==> src/rtl/wfr_pkg.sv <==
// Package for the word frame receiver with XOR check.
// Holds the sizes, constants and the structs passed between the front end,
// the descriptor queue and the drain back end. No dependencies.
package wfr_pkg;

  localparam int FRAME_WORDS = 64;
  localparam int IDX_W = $clog2(FRAME_WORDS);
  localparam int POS_W = IDX_W + 1;
  localparam int ADDR_W = IDX_W + 1;
  localparam int WORD_W = 16;
  localparam int FRAME_OVERHEAD = 3;
  localparam logic [WORD_W-1:0] CHECK_INIT = 16'hFFFF;
  localparam logic [WORD_W-1:0] HEADER_RESET = 16'hAA55;

  typedef struct packed {
    logic bank;
    logic [IDX_W-1:0] len;
  } desc_t;

  typedef struct packed {
    logic en;
    logic [ADDR_W-1:0] addr;
    logic [WORD_W-1:0] data;
  } store_wr_t;

  typedef struct packed {
    logic en;
    logic bank;
  } bank_rel_t;

endpackage

==> src/rtl/wfr_front.sv <==
// Front end: header detection, length capture, payload store writes and
// the running XOR check. Owns the two store banks' busy flags.
// Depends on wfr_pkg.
module wfr_front import wfr_pkg::*; (
  input  logic              clk,
  input  logic              rst,
  input  logic              cfg_valid,
  output logic              cfg_ready,
  input  logic [WORD_W-1:0] header_word,
  input  logic              link_valid,
  output logic              link_ready,
  input  logic [WORD_W-1:0] link_word,
  input  logic              q_ready,
  output logic              q_push,
  output desc_t             q_desc,
  output store_wr_t         store_wr,
  input  bank_rel_t         bank_rel
);

  logic [WORD_W-1:0] header_reg;
  logic [POS_W-1:0]  write_position, write_position_next, pos_inc;
  logic [WORD_W-1:0] expected_length, expected_length_next;
  logic [WORD_W-1:0] running_check, running_check_next;
  logic              bank, bank_next;
  logic [1:0]        busy, busy_next;
  logic              accept;
  logic [IDX_W-1:0]  store_idx;

  assign cfg_ready  = 1'b1;
  assign link_ready = !busy[bank] && q_ready;
  assign accept     = link_valid && link_ready;
  assign pos_inc    = write_position + POS_W'(1);
  assign store_idx  = IDX_W'(write_position - POS_W'(2));

  always_comb begin
    write_position_next  = write_position;
    expected_length_next = expected_length;
    running_check_next   = running_check;
    bank_next            = bank;
    busy_next            = busy;
    store_wr             = '0;
    q_push               = 1'b0;
    q_desc               = '0;
    if (bank_rel.en) begin
      busy_next[bank_rel.bank] = 1'b0;
    end
    if (accept) begin
      if (write_position == '0) begin
        if (link_word == header_reg) begin
          write_position_next = POS_W'(1);
          running_check_next  = CHECK_INIT;
        end
      end else if (write_position == POS_W'(1)) begin
        expected_length_next = link_word;
        write_position_next  = POS_W'(2);
      end else if (write_position >= POS_W'(FRAME_WORDS)) begin
        write_position_next = '0;
        running_check_next  = CHECK_INIT;
      end else begin
        store_wr.en         = 1'b1;
        store_wr.addr       = {bank, store_idx};
        store_wr.data       = link_word;
        write_position_next = pos_inc;
        if ((WORD_W + 1)'(pos_inc) != ({1'b0, expected_length} + (WORD_W + 1)'(FRAME_OVERHEAD)))
        begin
          running_check_next = running_check ^ link_word;
        end else begin
          write_position_next = '0;
          running_check_next  = CHECK_INIT;
          if (link_word == running_check) begin
            q_push          = 1'b1;
            q_desc.bank     = bank;
            q_desc.len      = expected_length[IDX_W-1:0];
            bank_next       = ~bank;
            busy_next[bank] = 1'b1;
          end
        end
      end
    end
  end

  always_ff @(posedge clk) begin
    if (rst) begin
      header_reg      <= HEADER_RESET;
      write_position  <= '0;
      expected_length <= '0;
      running_check   <= CHECK_INIT;
      bank            <= 1'b0;
      busy            <= '0;
    end else begin
      if (cfg_valid) begin
        header_reg <= header_word;
      end
      write_position  <= write_position_next;
      expected_length <= expected_length_next;
      running_check   <= running_check_next;
      bank            <= bank_next;
      busy            <= busy_next;
    end
  end

endmodule

==> src/rtl/wfr_queue.sv <==
// Two-entry descriptor queue between the front end and the drain back end.
// Depends on wfr_pkg.
module wfr_queue import wfr_pkg::*; (
  input  logic  clk,
  input  logic  rst,
  input  logic  push,
  input  desc_t push_desc,
  output logic  push_ready,
  input  logic  pop,
  output logic  pop_valid,
  output desc_t pop_desc
);

  desc_t      entries [2];
  logic       wr_ptr, rd_ptr;
  logic [1:0] count;
  logic       do_push, do_pop;

  assign push_ready = (count != 2'd2);
  assign pop_valid  = (count != 2'd0);
  assign pop_desc   = entries[rd_ptr];
  assign do_push    = push && push_ready;
  assign do_pop     = pop && pop_valid;

  always_ff @(posedge clk) begin
    if (do_push) begin
      entries[wr_ptr] <= push_desc;
    end
  end

  always_ff @(posedge clk) begin
    if (rst) begin
      wr_ptr <= 1'b0;
      rd_ptr <= 1'b0;
      count  <= '0;
    end else begin
      if (do_push) begin
        wr_ptr <= ~wr_ptr;
      end
      if (do_pop) begin
        rd_ptr <= ~rd_ptr;
      end
      count <= count + 2'(do_push) - 2'(do_pop);
    end
  end

endmodule

==> src/rtl/wfr_back.sv <==
// Drain back end: holds the two-bank payload store, reads a verified frame
// word by word and presents each result through an output register.
// Depends on wfr_pkg.
module wfr_back import wfr_pkg::*; (
  input  logic              clk,
  input  logic              rst,
  input  store_wr_t         store_wr,
  input  logic              q_valid,
  input  desc_t             q_desc,
  output logic              q_pop,
  output bank_rel_t         bank_rel,
  output logic              result_valid,
  input  logic              result_ready,
  output logic [WORD_W-1:0] payload_word,
  output logic [IDX_W-1:0]  word_index,
  output logic [IDX_W-1:0]  frame_length,
  output logic              last_word,
  output logic              empty_frame
);

  logic [WORD_W-1:0] mem [2 * FRAME_WORDS];
  logic [WORD_W-1:0] rd_data;
  logic              active;
  desc_t             cur;
  logic [IDX_W-1:0]  k;
  logic              pend_valid, pend_last, pend_empty;
  logic [IDX_W-1:0]  pend_k, pend_len;
  logic              pend_move, issue, is_last, is_empty;

  assign is_empty  = (cur.len == '0);
  assign is_last   = is_empty || (k == cur.len - IDX_W'(1));
  assign pend_move = pend_valid && (!result_valid || result_ready);
  assign issue     = active && (!pend_valid || pend_move);
  assign q_pop     = !active && q_valid;
  assign bank_rel.en   = issue && is_last;
  assign bank_rel.bank = cur.bank;

  always_ff @(posedge clk) begin
    if (store_wr.en) begin
      mem[store_wr.addr] <= store_wr.data;
    end
    if (issue) begin
      rd_data <= mem[{cur.bank, k}];
    end
  end

  always_ff @(posedge clk) begin
    if (q_pop) begin
      cur <= q_desc;
    end
    if (issue) begin
      pend_k     <= k;
      pend_len   <= cur.len;
      pend_last  <= is_last;
      pend_empty <= is_empty;
    end
    if (pend_move) begin
      payload_word <= pend_empty ? '0 : rd_data;
      word_index   <= pend_k;
      frame_length <= pend_len;
      last_word    <= pend_last;
      empty_frame  <= pend_empty;
    end
  end

  always_ff @(posedge clk) begin
    if (rst) begin
      active       <= 1'b0;
      k            <= '0;
      pend_valid   <= 1'b0;
      result_valid <= 1'b0;
    end else begin
      if (q_pop) begin
        active <= 1'b1;
        k      <= '0;
      end else if (issue) begin
        if (is_last) begin
          active <= 1'b0;
        end else begin
          k <= k + IDX_W'(1);
        end
      end
      if (issue) begin
        pend_valid <= 1'b1;
      end else if (pend_move) begin
        pend_valid <= 1'b0;
      end
      if (pend_move) begin
        result_valid <= 1'b1;
      end else if (result_ready) begin
        result_valid <= 1'b0;
      end
    end
  end

endmodule

==> src/rtl/word_frame_receiver_xor_check.sv <==
// Top level of the word frame receiver with XOR check.
// Instantiates wfr_front, wfr_queue and wfr_back; depends on wfr_pkg.
//
// The receiver takes one 16-bit link word per cycle while the store bank it is
// filling is free. A frame is a header word, a length word, the payload words
// and a check word; verified frames are handed to the drain side as a queued
// descriptor and the front switches to the other of two 64-word store banks,
// so the next frame is received while the previous one drains. Reception
// stalls only when both banks hold verified frames not yet read. The drain side
// takes a frame's descriptor, then gives one result per cycle while result_ready
// is high, via the store read and output registers. No clearing pass after reset.
module word_frame_receiver_xor_check_core import wfr_pkg::*; (
  input  logic              clk,
  input  logic              rst,
  input  logic              cfg_valid,
  output logic              cfg_ready,
  input  logic [WORD_W-1:0] header_word,
  input  logic              link_valid,
  output logic              link_ready,
  input  logic [WORD_W-1:0] link_word,
  output logic              result_valid,
  input  logic              result_ready,
  output logic [WORD_W-1:0] payload_word,
  output logic [IDX_W-1:0]  word_index,
  output logic [IDX_W-1:0]  frame_length,
  output logic              last_word,
  output logic              empty_frame
);

  logic      q_push, q_ready, q_pop, q_valid;
  desc_t     push_desc, pop_desc;
  store_wr_t store_wr;
  bank_rel_t bank_rel;

  wfr_front u_front (
    .clk         (clk),
    .rst         (rst),
    .cfg_valid   (cfg_valid),
    .cfg_ready   (cfg_ready),
    .header_word (header_word),
    .link_valid  (link_valid),
    .link_ready  (link_ready),
    .link_word   (link_word),
    .q_ready     (q_ready),
    .q_push      (q_push),
    .q_desc      (push_desc),
    .store_wr    (store_wr),
    .bank_rel    (bank_rel)
  );

  wfr_queue u_queue (
    .clk        (clk),
    .rst        (rst),
    .push       (q_push),
    .push_desc  (push_desc),
    .push_ready (q_ready),
    .pop        (q_pop),
    .pop_valid  (q_valid),
    .pop_desc   (pop_desc)
  );

  wfr_back u_back (
    .clk          (clk),
    .rst          (rst),
    .store_wr     (store_wr),
    .q_valid      (q_valid),
    .q_desc       (pop_desc),
    .q_pop        (q_pop),
    .bank_rel     (bank_rel),
    .result_valid (result_valid),
    .result_ready (result_ready),
    .payload_word (payload_word),
    .word_index   (word_index),
    .frame_length (frame_length),
    .last_word    (last_word),
    .empty_frame  (empty_frame)
  );

endmodule

==> config.mk <==
export PLATFORM = sky130hd
export DESIGN_NAME = word_frame_receiver_xor_check_core
export DESIGN_NICKNAME = d
export VERILOG_FILES = /design/src/rtl/wfr_pkg.sv /design/src/rtl/wfr_front.sv /design/src/rtl/wfr_queue.sv /design/src/rtl/wfr_back.sv /design/src/rtl/word_frame_receiver_xor_check.sv
export SDC_FILE = /design/constraint.sdc
export NUM_CORES = 2
export LEC_CHECK = 0
export BUFFER_PORTS_ARGS = -buffer_cell sky130_fd_sc_hd__buf_4
export CELL_PAD_IN_SITES_DETAIL_PLACEMENT = 2
export CELL_PAD_IN_SITES_GLOBAL_PLACEMENT = 2
export CORE_MARGIN = 5
export CORE_UTILIZATION = 51
export DETAILED_ROUTE_END_ITERATION = 10
export GPL_TIMING_DRIVEN = 0
export PLACE_DENSITY = 0.8
export SETUP_SLACK_MARGIN = 0.4
export SLEW_MARGIN = 20
export SYNTH_ARGS = -nofsm -noshare
export SYNTH_HDL_FRONTEND = slang
export SYNTH_SLANG_ARGS = --single-unit
export TNS_END_PERCENT = 5
==> constraint.sdc <==
create_clock -name clk -period 6 [get_ports clk]
set_input_delay 0.3 -clock clk [delete_from_list [all_inputs] [get_ports clk]]
set_output_delay 0.3 -clock clk [all_outputs]
set_load 0.02 [all_outputs]
==> flow_metrics.env, run 1 <==
export IMPL_dieWidth_um=418.7
export IMPL_die_h_um=418.7
export IMPL_postCtsResizedCells=7
export IMPL_ys_seq_elements=2200
export IMPL_h_tree_depth=4
export IMPL_hold_buffers=40
export IMPL_yosys_warnings=0
export IMPL_place_congestion=0.8831
export IMPL_stop_stage="clock tree synthesis (4_1_cts)"
export IMPL_cts_setup_buffers=2
export IMPL_syn_area_per_cell_um2=22.92
export IMPL_ios=70
export IMPL_placed_cell_area_um2=90920
export IMPL_ys_flop_type="edfxtp_1"
export IMPL_cts_buffers=222
export IMPL_dp_slack_ns=-0.06309
export IMPL_firstError="[ERROR DPL-0033] detailed placement checks failed during check placement."
export IMPL_synth_edf_count=2129
export IMPL_start_util_pct=51.11
export IMPL_dp_hpwl_um=237600
export IMPL_async_flop_share_pct=0
export IMPL_core_rowCount=150
export IMPL_cts_num_sinks=2200
export IMPL_seq_area_frac_synth_pct=76.72
export IMPL_cts_buffer_depth=3
export IMPL_ys_types=61
export IMPL_clockRootBuffer="clkbuf_16"
export IMPL_port_buffers=67
export IMPL_status="stopped before the end"
export IMPL_netlist_instances=3717
export IMPL_synth_nets=3765
export IMPL_synthesis_area_um2=85190
export IMPL_placed_cells=6099
[kinds of logic after synthesis]
family / after synthesis / synth area share (%)
flops: 2200 / 76.72
buf+inv: 222 / 1.090
fa+ha+maj: 11 / 0.1616
compound gates: 111 / 0.8813
other cells: 1 / 0.004402
xor+xnor: 69 / 0.7417
mux: 705 / 18.16
simple gates: 398 / 2.247
[synthesized netlist by cell type, types with 4 or more instances]
cell	n	area [µm²]
a211o_1	12	105.1
a21oi_1	29	145.1
a31oi_1	4	25.02
and2_1	24	150.1
and3_1	5	31.28
buf_1	35	131.4
buf_2	43	215.2
buf_6	4	45.04
clkbuf_1	119	446.7
dfxtp_1	71	1421
edfxtp_1	2129	63930
ha_1	11	137.6
inv_1	18	67.56
mux2_2	23	259.0
mux2i_1	12	120.1
mux4_2	670	15090
nand2_1	56	210.2
nand2b_1	6	37.54
nand3_1	51	255.2
nand4_1	11	68.82
nor2_1	164	615.6
nor2b_1	32	200.2
nor3_1	5	25.02
nor4_1	24	150.1
o211ai_1	4	30.03
o21ai_0	6	30.03
o21bai_1	17	127.6
o22ai_1	16	100.1
xnor2_1	40	350.3
xor2_1	27	236.5
[per-stage QoR]
step           hold slack [ns]  TNS (ns)
2_1_floorplan           0.4003         0
3_3_place_gp            0.4043  -3101.60
3_5_place_dp            0.4064   -0.7758
==> inputs of run 2 (changes only) <==
--- a/config.mk
+++ b/config.mk
@@ -6,14 +6,11 @@
 export NUM_CORES = 2
 export LEC_CHECK = 0
 export BUFFER_PORTS_ARGS = -buffer_cell sky130_fd_sc_hd__buf_4
-export CELL_PAD_IN_SITES_DETAIL_PLACEMENT = 2
-export CELL_PAD_IN_SITES_GLOBAL_PLACEMENT = 2
 export CORE_MARGIN = 5
-export CORE_UTILIZATION = 51
+export CORE_UTILIZATION = 40
 export DETAILED_ROUTE_END_ITERATION = 10
 export GPL_TIMING_DRIVEN = 0
-export PLACE_DENSITY = 0.8
-export SETUP_SLACK_MARGIN = 0.4
+export PLACE_DENSITY_LB_ADDON = 0.15
 export SLEW_MARGIN = 20
 export SYNTH_ARGS = -nofsm -noshare
 export SYNTH_HDL_FRONTEND = slang
==> run 2 against run 1 <==
Net effect: the flow now finishes without violations; synthesized area is the same; synthesized cell count unchanged.
==> flow_metrics.env, run 2 <==
export IMPL_path_max_fanout=16
export IMPL_ys_flop_type="edfxtp_1"
export IMPL_vias=41991
export IMPL_ys_types=61
export IMPL_clkTransAtPathRegs_ns=0.07
export IMPL_nets=4188
export IMPL_drc_errors=0
export IMPL_p_per_area_nw_per_um2=363.0
export IMPL_clockRootBuffer="clkbuf_16"
export IMPL_syn_area_per_cell_um2=22.92
export IMPL_final_max_slew_viol_count=0
export IMPL_ios=70
export IMPL_power_total_mw=36.20
export IMPL_synth_most_common_cell="edfxtp_1"
export IMPL_final_common_cell="edfxtp_1"
export IMPL_cp_start_kind="flop"
export IMPL_setup_viol=0
export IMPL_drt_total_wl_um=255700
export IMPL_cts_tree="done"
export IMPL_grt_max_degree=81
export IMPL_largest_reg_flops=2048
export IMPL_hold_ws_ns=0.1689
export IMPL_fin_crit_ns=5.288
export IMPL_peakVddDrop_v=0.0003475
export IMPL_areaGrowthSynthToFinish_pct=17.08
export IMPL_cap_violations=0
export IMPL_grt_usage_pct=22.85
export IMPL_ys_top_cells_by_count="2129 x edfxtp_1, 670 x mux4_2, 164 x nor2_1"
export IMPL_skew_ns=0.04746
export IMPL_dieWidth_um=471.5
export IMPL_path_class="reg -> reg"
export IMPL_p_leak_nw=33.15
export IMPL_ys_seq_elements=2200
export IMPL_regMostFlops="u_back.mem"
export IMPL_cts_num_sinks=2200
export IMPL_h_tree_depth=4
export IMPL_final_hold_violation_count=0
export IMPL_synth_edf_count=2129
export IMPL_cts_buffer_depth=3
export IMPL_synth_largest_area_cell="edfxtp_1"
export IMPL_wl_per_cell_um=35.67
export IMPL_seq_area_frac_synth_pct=76.72
export IMPL_stdcell_count=7168
export IMPL_floorplan_die_area_um2=222300
export IMPL_async_flop_share_pct=0
export IMPL_detail_route_antenna_nets=0
export IMPL_placed_cells=6691
export IMPL_timing_slew_headroom_pct=17.76
export IMPL_die_h_um=471.5
export IMPL_end_kind="flop"
export IMPL_hold_buffers=39
export IMPL_dr_pass1_iters=6
export IMPL_cts_buffers=226
export IMPL_synth_nets=3765
export IMPL_grt_pass1_vias=41640
export IMPL_grt_pass1_wl_um=350700
export IMPL_rsz0062_at_grt="no"
export IMPL_place_congestion=0.8300
export IMPL_cts_setup_buffers=0
export IMPL_fillers=17285
export IMPL_core_rowCount=169
export IMPL_hold_class="in -> reg"
export IMPL_yosysTopAreaCellShare_pct=75.05
export IMPL_cp_required_ns=6.46
export IMPL_vias_per_cell=5.858
export IMPL_worst_pin_slew_ns=1.234
export IMPL_status="finished clean"
export IMPL_yosys_warnings=0
export IMPL_core_um2=212100
export IMPL_netlist_instances=3717
export IMPL_fmax_ghz=0.1891
export IMPL_antenna_found_initial=17
export IMPL_final_period_utilization_pct=88.13
export IMPL_synthTopCellsByArea="edfxtp_1 75%, mux4_2 18%, dfxtp_1 1.7%"
export IMPL_drt_iter0_markers=5427
export IMPL_postCtsResizedCells=0
export IMPL_start_util_pct=40.17
export IMPL_synthesis_area_um2=85190
export IMPL_dp_hpwl_um=170500
export IMPL_crit_arrival_ns=5.75
export IMPL_grt_overflow_total=0
export IMPL_clock_latency_ns=0.88
export IMPL_final_cell_mix="2129 x edfxtp_1, 670 x mux4_2, 229 x clkbuf_16, 113 x clkbuf_1, 100 x nor2_4"
export IMPL_layout_drive_gt1_share_pct=33.06
export IMPL_port_buffers=67
[run 2: power by group]
group / switching (mW) / leakage (nW) / total [mW] / internal (mW)
clock network: 6.07 / 3.56 / 14.0 / 7.92
registers: 0.107 / 22.7 / 16.9 / 16.8
logic: 3.02 / 6.89 / 5.30 / 2.28
[run 2: worst max-delay path, cell delays in order (launching register included)]
cell and delay [ns]:
dfxtp_1 0.38, clkbuf_1 0.45, inv_1 0.23, ha_1 0.25
inv_1 0.08, nor3b_2 0.11, nor4_2 0.81, nand3_2 0.93
clkbuf_2 0.79, nor2_4 0.81
[run 2: routing by layer]
layer / track usage [%] / wire length, µm
met3: 3.950 / 19000
met4: 7.421 / 8632
met5: 0 / 16
met1: 33.31 / 108800
met2: 35.32 / 119200
[run 2: cell type report]
| class | instances | area (µm²) | share of cell area (%) |
|---|---|---|---|
| Timing Repair Buffer | 195 | 2680 | 2.687 |
| Clock inverter | 158 | 1461 | 1.465 |
| Multi-Input combinational cell | 1295 | 19810 | 19.86 |
| Buffer | 204 | 938.4 | 0.9409 |
| Inverter | 18 | 67.56 | 0.06774 |
| Sequential cell | 2200 | 65350 | 65.53 |
| Antenna cell | 12 | 30.03 | 0.03011 |
| Clock buffer | 265 | 5866 | 5.881 |
| Tap cell | 2821 | 3530 | 3.539 |
[run 2: final timing paths]
kind / slack [ns] / endpoint / cells after the start / startpoint
worst max-delay path: 0.71 / u_back.mem[55][13] / 9 / u_front.write_position[0]
worst min-delay path: 0.17 / u_front.header_reg[1] / 4 / cfg_valid
worst max register to register: 0.71 / u_back.mem[55][13] / 9 / u_front.write_position[0]
worst min register to register: 0.41 / u_back.pend_k[3] / 0 / u_back.k[3]
[run 2: cells by family (layout without fill, tap and decap cells)]
| kind of cell | Yosys count | after routing | synth area share, % |
|---|---|---|---|
| buf+inv | 222 | 840 | 1.090 |
| fa+ha+maj | 11 | 11 | 0.1616 |
| mux | 705 | 705 | 18.16 |
| simple gates | 398 | 398 | 2.247 |
| xor+xnor | 69 | 69 | 0.7417 |
| flops | 2200 | 2200 | 76.72 |
| compound gates | 111 | 111 | 0.8813 |
| other cells | 1 | 13 | 0.004402 |
[run 2: through the flow]
step	utilization [%]	worst slack, ns	cell area (µm²)	setup TNS, ns
after floorplan	-	1.642	85190	0
after global placement	42.07	-2.356	89220	-3481.45
after detailed placement	43.35	0.7722	91940	0
after CTS	46.99	0.7404	99660	0
after global routing	47.01	0.5588	99710	0
final	47.03	0.7121	99740	0
Power figures use the tool's default switching activity.
